## src/rtl/ffsa_pkg.sv

```systemverilog
`timescale 1ns / 1ps
package ffsa_pkg;

  // Heap geometry.
  localparam int unsigned HeapBytes   = 16777216;
  localparam int unsigned HeaderBytes = 24;
  localparam int unsigned MaxBlocks   = 1024;

  localparam int unsigned AddrW  = $clog2(MaxBlocks);
  localparam int unsigned LinkW  = AddrW + 1;
  localparam int unsigned StartW = 24;
  localparam int unsigned SizeW  = 25;
  localparam int unsigned ReqW   = 25;
  localparam int unsigned SzW    = ReqW + 1;

  localparam int unsigned InDataW  = 56;
  localparam int unsigned OutDataW = 56;

  localparam logic [LinkW-1:0]  EndMark    = LinkW'(MaxBlocks);
  localparam logic [SizeW-1:0]  HdrSize    = SizeW'(HeaderBytes);
  localparam logic [SzW:0]      SplitExtra = (SzW + 1)'(HeaderBytes + 8);
  localparam logic [SizeW-1:0]  InitSize   = SizeW'(HeapBytes - HeaderBytes);

  // Action codes.
  localparam logic [1:0] ActAlloc   = 2'd0;
  localparam logic [1:0] ActFree    = 2'd1;
  localparam logic [1:0] ActRealloc = 2'd2;
  localparam logic [1:0] ActUndef   = 2'd3;

  // Status codes.
  localparam logic [1:0] StOk      = 2'd0;
  localparam logic [1:0] StNoFit   = 2'd1;
  localparam logic [1:0] StUnknown = 2'd2;
  localparam logic [1:0] StNull    = 2'd3;

  typedef struct packed {
    logic [StartW-1:0] start;
    logic [SizeW-1:0]  size;
    logic              free;
    logic [LinkW-1:0]  link;
  } entry_t;

  typedef enum logic [2:0] {
    S_INIT, S_IDLE, S_START, S_READ, S_CHECK, S_SPLIT, S_OLD, S_DONE
  } state_t;

  typedef enum logic [2:0] {
    WR_NONE, WR_INIT, WR_NEW, WR_BLK, WR_TAKE, WR_FREE, WR_OLD
  } wr_sel_t;

  typedef enum logic [1:0] {
    R_NONE, R_STATUS, R_KEEP, R_ALLOC
  } res_op_t;

  typedef struct packed {
    logic       latch;
    logic       rd;
    logic       start_alloc;
    logic       start_find;
    logic       advance;
    logic       save_old;
    wr_sel_t    wr_sel;
    res_op_t    res_op;
    logic [1:0] status;
    logic       out_load;
  } cmd_t;

  typedef struct packed {
    logic [1:0] act;
    logic       has_ptr;
    logic       req_zero;
    logic       alloc_mode;
    logic       match;
    logic       keep_fits;
    logic       fits;
    logic       split_ok;
    logic       at_end;
    logic       is_move;
  } sts_t;

endpackage

```

## src/rtl/ffsa_ctrl.sv

```systemverilog
`timescale 1ns / 1ps
module ffsa_ctrl (
  input  logic          clk,
  input  logic          rst,
  input  logic          in_valid,
  output logic          in_ready,
  output logic          out_valid,
  input  logic          out_ready,
  input  ffsa_pkg::sts_t sts,
  output ffsa_pkg::cmd_t cmd
);
  import ffsa_pkg::*;

  state_t state, state_next;
  logic   out_pending;

  // State register.
  always_ff @(posedge clk) begin
    if (rst) begin
      state <= S_INIT;
    end else begin
      state <= state_next;
    end
  end

  // Output valid flag, set on load and cleared on a completed transfer.
  always_ff @(posedge clk) begin
    if (rst) begin
      out_pending <= 1'b0;
    end else if (cmd.out_load) begin
      out_pending <= 1'b1;
    end else if (out_ready) begin
      out_pending <= 1'b0;
    end
  end

  assign out_valid = out_pending;
  assign in_ready  = (state == S_IDLE);

  // Next state and commands.
  always_comb begin
    state_next = state;
    cmd        = '0;
    cmd.wr_sel = WR_NONE;
    cmd.res_op = R_NONE;
    cmd.status = StOk;
    case (state)
      S_INIT: begin
        cmd.wr_sel = WR_INIT;
        state_next = S_IDLE;
      end
      S_IDLE: begin
        if (in_valid) begin
          cmd.latch  = 1'b1;
          state_next = S_START;
        end
      end
      S_START: begin
        if (sts.act == ActAlloc || (sts.act == ActRealloc && !sts.has_ptr)) begin
          if (sts.req_zero) begin
            cmd.res_op = R_STATUS;
            cmd.status = StNoFit;
            state_next = S_DONE;
          end else begin
            cmd.start_alloc = 1'b1;
            state_next      = S_READ;
          end
        end else if (sts.act == ActFree) begin
          if (!sts.has_ptr) begin
            cmd.res_op = R_STATUS;
            cmd.status = StNull;
            state_next = S_DONE;
          end else begin
            cmd.start_find = 1'b1;
            state_next     = S_READ;
          end
        end else if (sts.act == ActRealloc) begin
          cmd.start_find = 1'b1;
          state_next     = S_READ;
        end else begin
          cmd.res_op = R_STATUS;
          cmd.status = StNoFit;
          state_next = S_DONE;
        end
      end
      S_READ: begin
        cmd.rd     = 1'b1;
        state_next = S_CHECK;
      end
      S_CHECK: begin
        if (sts.alloc_mode) begin
          if (sts.fits) begin
            if (sts.split_ok) begin
              cmd.wr_sel = WR_NEW;
              state_next = S_SPLIT;
            end else begin
              cmd.wr_sel = WR_TAKE;
              cmd.res_op = R_ALLOC;
              state_next = sts.is_move ? S_OLD : S_DONE;
            end
          end else if (sts.at_end) begin
            cmd.res_op = R_STATUS;
            cmd.status = StNoFit;
            state_next = S_DONE;
          end else begin
            cmd.advance = 1'b1;
            state_next  = S_READ;
          end
        end else begin
          if (sts.match) begin
            if (sts.act == ActFree) begin
              cmd.wr_sel = WR_FREE;
              cmd.res_op = R_STATUS;
              cmd.status = StOk;
              state_next = S_DONE;
            end else if (sts.keep_fits) begin
              cmd.res_op = R_KEEP;
              state_next = S_DONE;
            end else begin
              cmd.save_old    = 1'b1;
              cmd.start_alloc = 1'b1;
              state_next      = S_READ;
            end
          end else if (sts.at_end) begin
            cmd.res_op = R_STATUS;
            cmd.status = StUnknown;
            state_next = S_DONE;
          end else begin
            cmd.advance = 1'b1;
            state_next  = S_READ;
          end
        end
      end
      S_SPLIT: begin
        cmd.wr_sel = WR_BLK;
        cmd.res_op = R_ALLOC;
        state_next = sts.is_move ? S_OLD : S_DONE;
      end
      S_OLD: begin
        cmd.wr_sel = WR_OLD;
        state_next = S_DONE;
      end
      S_DONE: begin
        if (!out_pending || out_ready) begin
          cmd.out_load = 1'b1;
          state_next   = S_IDLE;
        end
      end
      default: begin
        state_next = S_IDLE;
      end
    endcase
  end

endmodule

```

## config.mk

```make
export PLATFORM = sky130hd
export DESIGN_NAME = ffsa_ctrl
export DESIGN_NICKNAME = d
export VERILOG_FILES = /design/src/rtl/ffsa_pkg.sv /design/src/rtl/ffsa_ctrl.sv
export SDC_FILE = /design/constraint.sdc
export NUM_CORES = 1
export LEC_CHECK = 0
export BUFFER_PORTS_ARGS = -buffer_cell sky130_fd_sc_hd__buf_2
export CORE_AREA = 2 2 39 41
export DETAILED_ROUTE_END_ITERATION = 6
export DIE_AREA = 0 0 41 43
export HOLD_SLACK_MARGIN = 0.02
export PLACE_DENSITY = 0.69
export REMOVE_ABC_BUFFERS = 1
export SLEW_MARGIN = 20
export SYNTH_ARGS = -nofsm -noshare
export SYNTH_HDL_FRONTEND = slang
export SYNTH_SLANG_ARGS = --single-unit
```

## constraint.sdc

```tcl
create_clock -name clk -period 1.6 [get_ports clk]
set_clock_uncertainty 0.1 [all_clocks]
set_input_delay 0.08 -clock clk [delete_from_list [all_inputs] [get_ports clk]]
set_output_delay 0.08 -clock clk [all_outputs]
set_load 0.05 [all_outputs]
```

## Yosys cells after proc, flatten, opt, wreduce, memory -nomap -nowiden

Index checks and enable logic that the tools add are counted.
Widths: inputs -> output; s select.

- Reduce and logical (&&, ||, !) cells: 9
- Muxes and demuxes: 62
- Equality and inequality tests: 11

Operators by type and width:

| cell | count |
|---|---|
| $mux 3 | 21 |
| $mux 1 | 24 |
| $pmux 3 s8 | 1 |
| $mux 4 | 4 |
| $mux 2 | 7 |
| $eq 3x3->1 const B | 4 |
| $pmux 3 s4 | 1 |
| $mux 7 | 1 |
| $eq 3x2->1 const B | 2 |
| $pmux 2 s3 | 1 |
| $ne 2x2->1 const B | 2 |
| $pmux 2 s2 | 1 |
| $eq 3x1->1 const B | 1 |
| $logic_not 3->1 | 1 |
| $eq 2x1->1 const B | 1 |
| $eq 2x2->1 const B | 1 |
| $logic_not 1->1 | 2 |
| $logic_not 2->1 | 1 |
| $logic_or 1x1->1 | 2 |
| $pmux 1 s2 | 1 |
| $reduce_and 2->1 | 1 |
| $reduce_bool 2->1 | 1 |
| $logic_and 1x1->1 | 1 |

- Flip-flop bits (word level): 4
- Word-level logic and storage cells: 84

## Longest topological paths before layout

Gate-level depths: netlist of the first run.

- Depth in word-level cells: 5
- Gate-level depth with buffers: 5
- Gate-level depth less buffers: 4

## Worst setup path after synthesis of the first run

Ideal clock, no wire load.

- Path type: register -> output
- Start: register state[0]
- End: output cmd[3] (netlist bit)
- Stages on the path, launching flop included: 4
- Data arrival time: 2.394 ns
- Path slack: -0.974 ns
- Path through: dfxtp_1 > buf_2 > a221oi_1 > o311ai_0

RTL lines:

| item | RTL line | RTL |
|---|---|---|
| from (decl) | ffsa_ctrl.sv:14 | `state_t state, state_next;` |
| from (signal assigned) | ffsa_ctrl.sv:22 | `state <= state_next;` |
| to (decl) | ffsa_ctrl.sv:10 | `output ffsa_pkg::cmd_t cmd` |

==> impl_results.md, run 1 <==
* CP Cell Sequence: or4b_4 > a21oi_2 > buf_6
* Path type of the worst min-delay path: in2reg
* CTS root buffer: clkbuf_4
* Largest cells by area after synthesis: dfxtp_1 17%, nor2_1 13%, a21oi_1 12%, nand2b_1 6.7%, nand2_1 4.0%
* Fmax at 0.621 GHz
* Critical path startpoint: state[1]
* Max rail drop VDD at 0.408 mV
* Diodes inserted at 0
* Max FO, Critical Path at 6
* Switching part of the total at 44.9%
* Worst path max stage delay at 0.53 ns
* Layout cells sized above 1 at 46.5%
* Via density at 5.43
* Synthesized instance count at between 70 and 80
* Adder-Cell Fraction of Synth Area at 0%
* Outcome: finished with violations
* Slowest CP cell: or4b_4
* Die width at 41 um
* Critical path type: reg2out
* Data arrival time of the critical path at 1.43 ns
* Largest family of logic cells by synthesized area: simple AND/OR/NAND/NOR gates
* Clock share of power at 21.9%
* Antenna violations before repair at 0
* Clk_lat worst skew at 0.23 ns
* Crit start category: flip-flop
* Hold path startpoint: out_ready
* Top cell type's share of synthesized area at 17.1%
* Initial drt markers at 11
* Simple-Gate Fraction of Synth Area at 48.3%
* Rel. slew slack at 75.0%
* Synth unique cells at 28
* Clk slew on worst S/H paths at approximately 0.04 ns
* Max-Cap Viols at 0
* Synth Register Bits at 4
* CTS HTree Levels at 1
* Synth Area in XOR/XNOR at 1.87%
* Top_reg_cell synth: dfxtp_1
* Total routed wirelength at 1.57 mm
* Gr ovfl total at 0
* Power per cell area at 709 nW/um^2
* Vias at 706
* Area Overhead vs Synth at 67.7%
* CTS tree: yes
* Maximum root-to-sink buffer count at 2
* Final #Nets at between 100 and 150
* Int Power at 0.000307 W
* Combinational power share at 54.8%
* Die area at between 1500 and 2000 um^2
* Die Ht at between 40 and 50 um
* Final period util at 101%
* Critical path endpoint category: output port
* Routed Antenna Nets at 0
* Tightest Pin Transition at between 0.3 and 0.4 ns
* Syn_area_per_cell at 6.34 um^2
* Endpoints failing setup at 1
* Synthesized area at 469 um^2
* Crit-path leading delay family: simple AND/OR/NAND/NOR gates
* RSZ-0062 raised after global routing: yes
* # DRC at 0
* Pre-antenna DRT Iters at 4
* Leakage at ~0.38 nW
* Worst r2r src: state[2]
* Clk sinks at 4
* Register area share after synthesis at 17.1%
* Synth Area in Compound Gates at 29.1%
* Mux contribution to synthesized area at 0%
* Rows at 14
* Most common cell after layout, fill and taps aside: buf_2
* Failing checks: setup timing
* Worst Path Buf+Inv at 1
* Min Tclk post-route at 1.61 ns
* CORE AREA at 1380 um^2
* Vias in the first global route at 612
* Pin count of the biggest net entering global routing at 9
* Hold Vio Cnt, Final at 0
* Commonest non-fill, non-tap cells in the layout: 24 x buf_2, 13 x nor2_1, 12 x buf_4
* Power Total at 0.000558 W
* Synthesis Warnings at 0
* Net switching power at 0.000251 W
* RePlAce Congestion at between 0.8 and 0.9
* WL per Instance at 12.1 um
* Total GRT Usage at 18.9%
* Initial Util at 33.9%
* Synth area leader: dfxtp_1
* Place WS at between 0.09 and 0.1 ns
* Number of synthesized flops with an enable pin at 0
* Max-slew violation count at 0
* First-pass GRT wire length at 2.38 mm
* Part of the power in registers at approximately 23%
* Asr flop ratio synth at 0%
* Detail Placement HPWL at ~1.2 mm
* CTS Buf Count at 3
* IO Pins at 31
* Setup ws final at -0.0112 ns
* Critical Path RT at ~1.4 ns
* Port buffer count at 30
==> cells in the mapped netlist (2+ instances only) <==
library cell  count
a21oi_1          11
nand2_1           5
nand3_1           3
nor2b_1           3
nor2_1           16
inv_1             2
dfxtp_1           4
nand3b_1          2
o21ai_0           3
nand2b_1          5
buf_2             2
or3_1             2
==> routing by layer <==
metal / track usage, % / vias to the layer above / wire [um]
li1: - / 348 / -
met2: 32.8 / 27 / 788
met3: 6.28 / 2 / 97
met1: 22.8 / 329 / 675
met5: 0 / - / 0
met4: 0 / 0 / 9
==> worst reg2reg max path, stage by stage, from the launching register on <==
cell and delay [ns]:
dfxtp_4 0.37, buf_4 0.15, nand3_1 0.09, nor2b_1 0.06
or3_1 0.37, a31oi_1 0.21
==> logic make-up after synthesis <==
logic type | Yosys count
XOR/XNOR | 1
AND/OR/NAND/NOR | 43
buffers and inverters | 4
flip-flops | 4
AO/OA/AOI/OAI | 22
==> final cells by class <==
cell class                      instances  area (um^2)
Clock buffer                            3         22.5
Fill cell                             151          597
Multi-Input combinational cell         66          403
Inverter                                2         7.51
Timing Repair Buffer                   39          243
Sequential cell                         4         91.3
Tap cell                               16         20.0
==> path summary, 6_finish.rpt <==
kind          endpoint  slack (ns)  cells after the start
min          out_valid        0.06                      3
max reg2reg   state[2]        0.16                      5
max             cmd[6]       -0.01                      3
min reg2reg  out_valid        0.43                      2
==> sequential cells by signal (all words and copies together) (netlist names) <==
name,count
state,3
out_valid,1
==> per-stage QoR <==
stage                     hold slack (ns)  TNS (ns)  utilization [%]  area (um^2)  std cells
after CTS                          0.0281   -0.0389             53.7          743        129
after global placement              0.217         0             48.7          674        124
after global routing               0.0760   -0.0845             56.9          787        130
after detailed placement            0.216         0             48.7          674        124
final                              0.0567   -0.0112             56.9          787        130
after floorplan                    0.0491     -3.14                -          459         72
==> power by group through the flow <==
stage / logic (W) / registers [W] / clock network, W
6_report: 0.000306 / 0.000130 / 0.000122
5_1_grt: 0.000327 / 0.000132 / 0.000136
4_1_cts: 0.000290 / 0.000126 / 0.000129
3_5_place_dp: 0.000275 / 0.000125 / 0
3_3_place_gp: 0.000274 / 0.000123 / 0
2_1_floorplan: 0.000174 / 0.000129 / 0
==> what timing repair did <==
action / in CTS / in global routing
resized for setup: 13 / 11
pin swaps: 4 / 2
setup endpoints to repair: 7 / 7
buffers inserted: 1 / 1
hold buffers: 1 / 0
hold endpoints to repair: 4 / 0
Power figures use the tool's default switching activity.
==> inputs of run 2 (changes only) <==
ABC_AREA = 1   (was default)
CAP_MARGIN = 10   (was default)
PLACE_DENSITY = 0.72   (was 0.69)
==> run 2 against run 1 <==
Net effect: the flow now finishes without violations; global-route usage grew 0.76 points; synthesized area up 8.0%; non-clock buffer count is 5 lower; critical path type unchanged; largest cell class unchanged.
==> impl_results.md, run 2 <==
* Outcome: complete, no violations
* Worst r2r src: state[1]
* Switching part of the total at 60.1%
* Power per cell area at 1690 nW/um^2
* Final Core Density at 58.0%
* Synth Area in XOR/XNOR at 0%
* Leakage at 0.434 nW
* Slowest CP cell: dfxtp_2
* Cell with the most instances after synthesis: nand2_1
* Commonest non-fill, non-tap cells in the layout: 23 x buf_2, 14 x nand2_1, 13 x inv_1, 13 x nor2_1, 8 x buf_4
* Clock share of power at 9.3%
* Min Tclk post-route at about 1.6 ns
* Port buffer count at 30
* Worst Path Buf+Inv at 2
* Detail Placement HPWL at 1.22 mm
* Crit start category: flip-flop
* Clk slew on worst S/H paths at 0.04 ns
* Final period util at 98.8%
* Layout fillers at 142
* Hold Vio Cnt, Final at 0
* Biggest register: state
* Adder-Cell Fraction of Synth Area at 0%
* RSZ-0062 raised after global routing: yes
* IO Pins at 31
* Synth Register Bits at 4
* Max FFs per register at 3
* Clk sinks at 4
* Initial drt markers at 7
* Layout cells sized above 1 at a little under half
* Simple-Gate Fraction of Synth Area at 50.6%
* Register area share after synthesis at 15.8%
* # DRC at 0
* Die Ht at 43 um
* Place WS at roughly 0.13 ns
* Synthesized area at 507 um^2
* Syn_area_per_cell at between 5 and 6 um^2
* Pre-antenna DRT Iters at 4
* Worst path max stage delay at 0.35 ns
* Max-slew violation count at 0
* Worst r2r path cells at 7
* Asr flop ratio synth at 0%
* Synth Area in Compound Gates at 21.2%
* Gr ovfl total at 0
* CP Cell Sequence: nor2_4 > nand2_4 > inv_4 > nand4_1 > nand4_1 > buf_6
* Synth area leader: dfxtp_1
* Routed Antenna Nets at 0
* Synthesized instance count at 87
* Antenna violations before repair at 0
* Diodes inserted at 0
* RePlAce Congestion at 0.834
* CTS HTree Levels at 1
* Vias in the first global route at 633
* Total routed wirelength at about 1.6 mm
* Most common cell after layout, fill and taps aside: buf_2
* Via density at between 5 and 6
* Initial Util at 36.6%
* Synthesis Warnings at 0
* Largest family of logic cells by synthesized area: simple AND/OR/NAND/NOR gates
* CP most frequent cell: nand4_1
* Total GRT Usage at slightly below 20%
* Rel. slew slack at between 80% and 90%
* Post-route cell area at 802 um^2
* Top_reg_cell synth: dfxtp_1
* Setup ws final at 0.0191 ns
* CTS tree: yes
* First-pass GRT wire length at 2.40 mm
* Post-Place Cell Area at about 680 um^2
* Max FO, Critical Path at 6
* Die width at 41 um
* Rows at 14
* Largest cells by area after synthesis: dfxtp_1 16%, nand2_1 11%, inv_1 10%, nor2_1 10%, nand3_2 9.9%
* Net switching power at 0.000814 W
* Synth unique cells at 23
* Max rail drop VDD at between 0.9 and 1 mV
* CORE AREA at 1380 um^2
* Clk_lat worst skew at 0.24 ns
* Critical path startpoint: state[1]
* Critical Path RT at 1.42 ns
* Part of the power in registers at 16.1%
* Crit-path leading delay family: simple AND/OR/NAND/NOR gates
* Max-Cap Viols at 0
* Path type of the worst min-delay path: in2reg
* FF-to-FF setup slack at ~0.35 ns
* Tightest Pin Transition at 0.253 ns
* Crit path capture: cmd[3]
* Mux contribution to synthesized area at 0%
* Number of synthesized flops with an enable pin at 0
* Final #Nets at about 140
* Area Overhead vs Synth at 58.3%
* Pin count of the biggest net entering global routing at 8
* Crit path depth at 6
* Die area at 1760 um^2
* Endpoints failing setup at 0
* RR Endpoint: state[2]
* Vias at ~700
* Critical path type: reg2out
* Critical path endpoint category: output port
* Int Power at 0.000542 W
* Top cell type's share of synthesized area at 15.8%
* Data arrival time of the critical path at 1.40 ns
* CTS Buf Count at 3
* Maximum root-to-sink buffer count at 2
* WL per Instance at roughly 11 um
* Fmax at roughly 0.63 GHz
* CTS root buffer: clkbuf_4
* Synth top cells by count: 15 x nand2_1, 14 x inv_1, 14 x nor2_1, 6 x nand3_1, 5 x nand3_2
* Combinational power share at 74.6%
[run 2: cell count changes in the layout (fill, tap and decap cells not counted), sizes merged, moves of 3 or more]
| cell | before | now |
|---|---|---|
| inv | 2 | 16 |
| buf | 38 | 33 |
| a21oi | 11 | 4 |
| nand4 | 0 | 3 |
| nand3 | 3 | 11 |
| nand2 | 6 | 16 |
| nand2b | 5 | 0 |
| nor2b | 3 | 0 |
[run 2: stage by stage]
step	TNS, ns	total power (W)	std cells	hold WS, ns
5_1_grt	-0.0634	0.00145	140	0.0847
6_report	0	0.00136	140	0.0737
2_1_floorplan	-2.33	0.000881	87	0.0491
4_1_cts	0	0.00125	138	0.0709
3_3_place_gp	0	0.00108	134	0.184
3_5_place_dp	0	0.00109	134	0.184
[run 2: worst register-to-register path: stages (launching register included)]
cell and delay (ns):
dfxtp_2 0.40, inv_1 0.10, nand3_2 0.12, nand2_1 0.08, nor2_1 0.13, nand3_1 0.09, nor2_1 0.09, nor2_1 0.05
[run 2: how the worst min path moves through the flow]
stage | endpoint | start | cells after the start
3_5_place_dp | state[0] | rst | 2
4_1_cts | out_valid | out_ready | 3
3_3_place_gp | state[0] | rst | 2
5_1_grt | out_valid | out_ready | 3
2_1_floorplan | out_valid | rst | 1
6_report | out_valid | out_ready | 3
[run 2: logic make-up after synthesis]
family                 after synthesis
buffers and inverters               16
AOI/OAI and AO/OA                   17
DFF                                  4
and+or+nand+nor                     50
[run 2: cell type report]
type,count,area (um^2),share of cell area [%]
sequential,4,83.8,10.5
tap,16,20.0,2.50
timing repair buffer,34,208,25.9
inverter,16,62.6,7.80
multi-input combinational,67,405,50.5
clock buffer,3,22.5,2.81
[run 2: what timing repair did]
action                                  CTS  global route
pin swaps                                 0             4
endpoints found under the setup margin    7             8
resized for setup                         9            13
hold endpoints to repair                  3             0
hold buffers                              1             0
buffers inserted                          0             2
[run 2: metal layers]
metal	part of all wire [%]	global-route usage [%]	vias up	wire length, um
met2	52	32.8	27	834
met4	0.87	8.00	0	14
met5	0	0	-	0
met3	6.2	3.14	2	100
met1	41	23.3	306	654
li1	-	-	367	-
[run 2: power groups by stage]
| stage | Combinational, W | Sequential (W) | Clock, W |
|---|---|---|---|
| floorplan | 0.000683 | 0.000198 | 0 |
| global placement | 0.000890 | 0.000190 | 0 |
| detailed placement | 0.000893 | 0.000194 | 0 |
| CTS | 0.000925 | 0.000199 | 0.000130 |
| global route | 0.00109 | 0.000227 | 0.000134 |
| finish | 0.00101 | 0.000218 | 0.000126 |
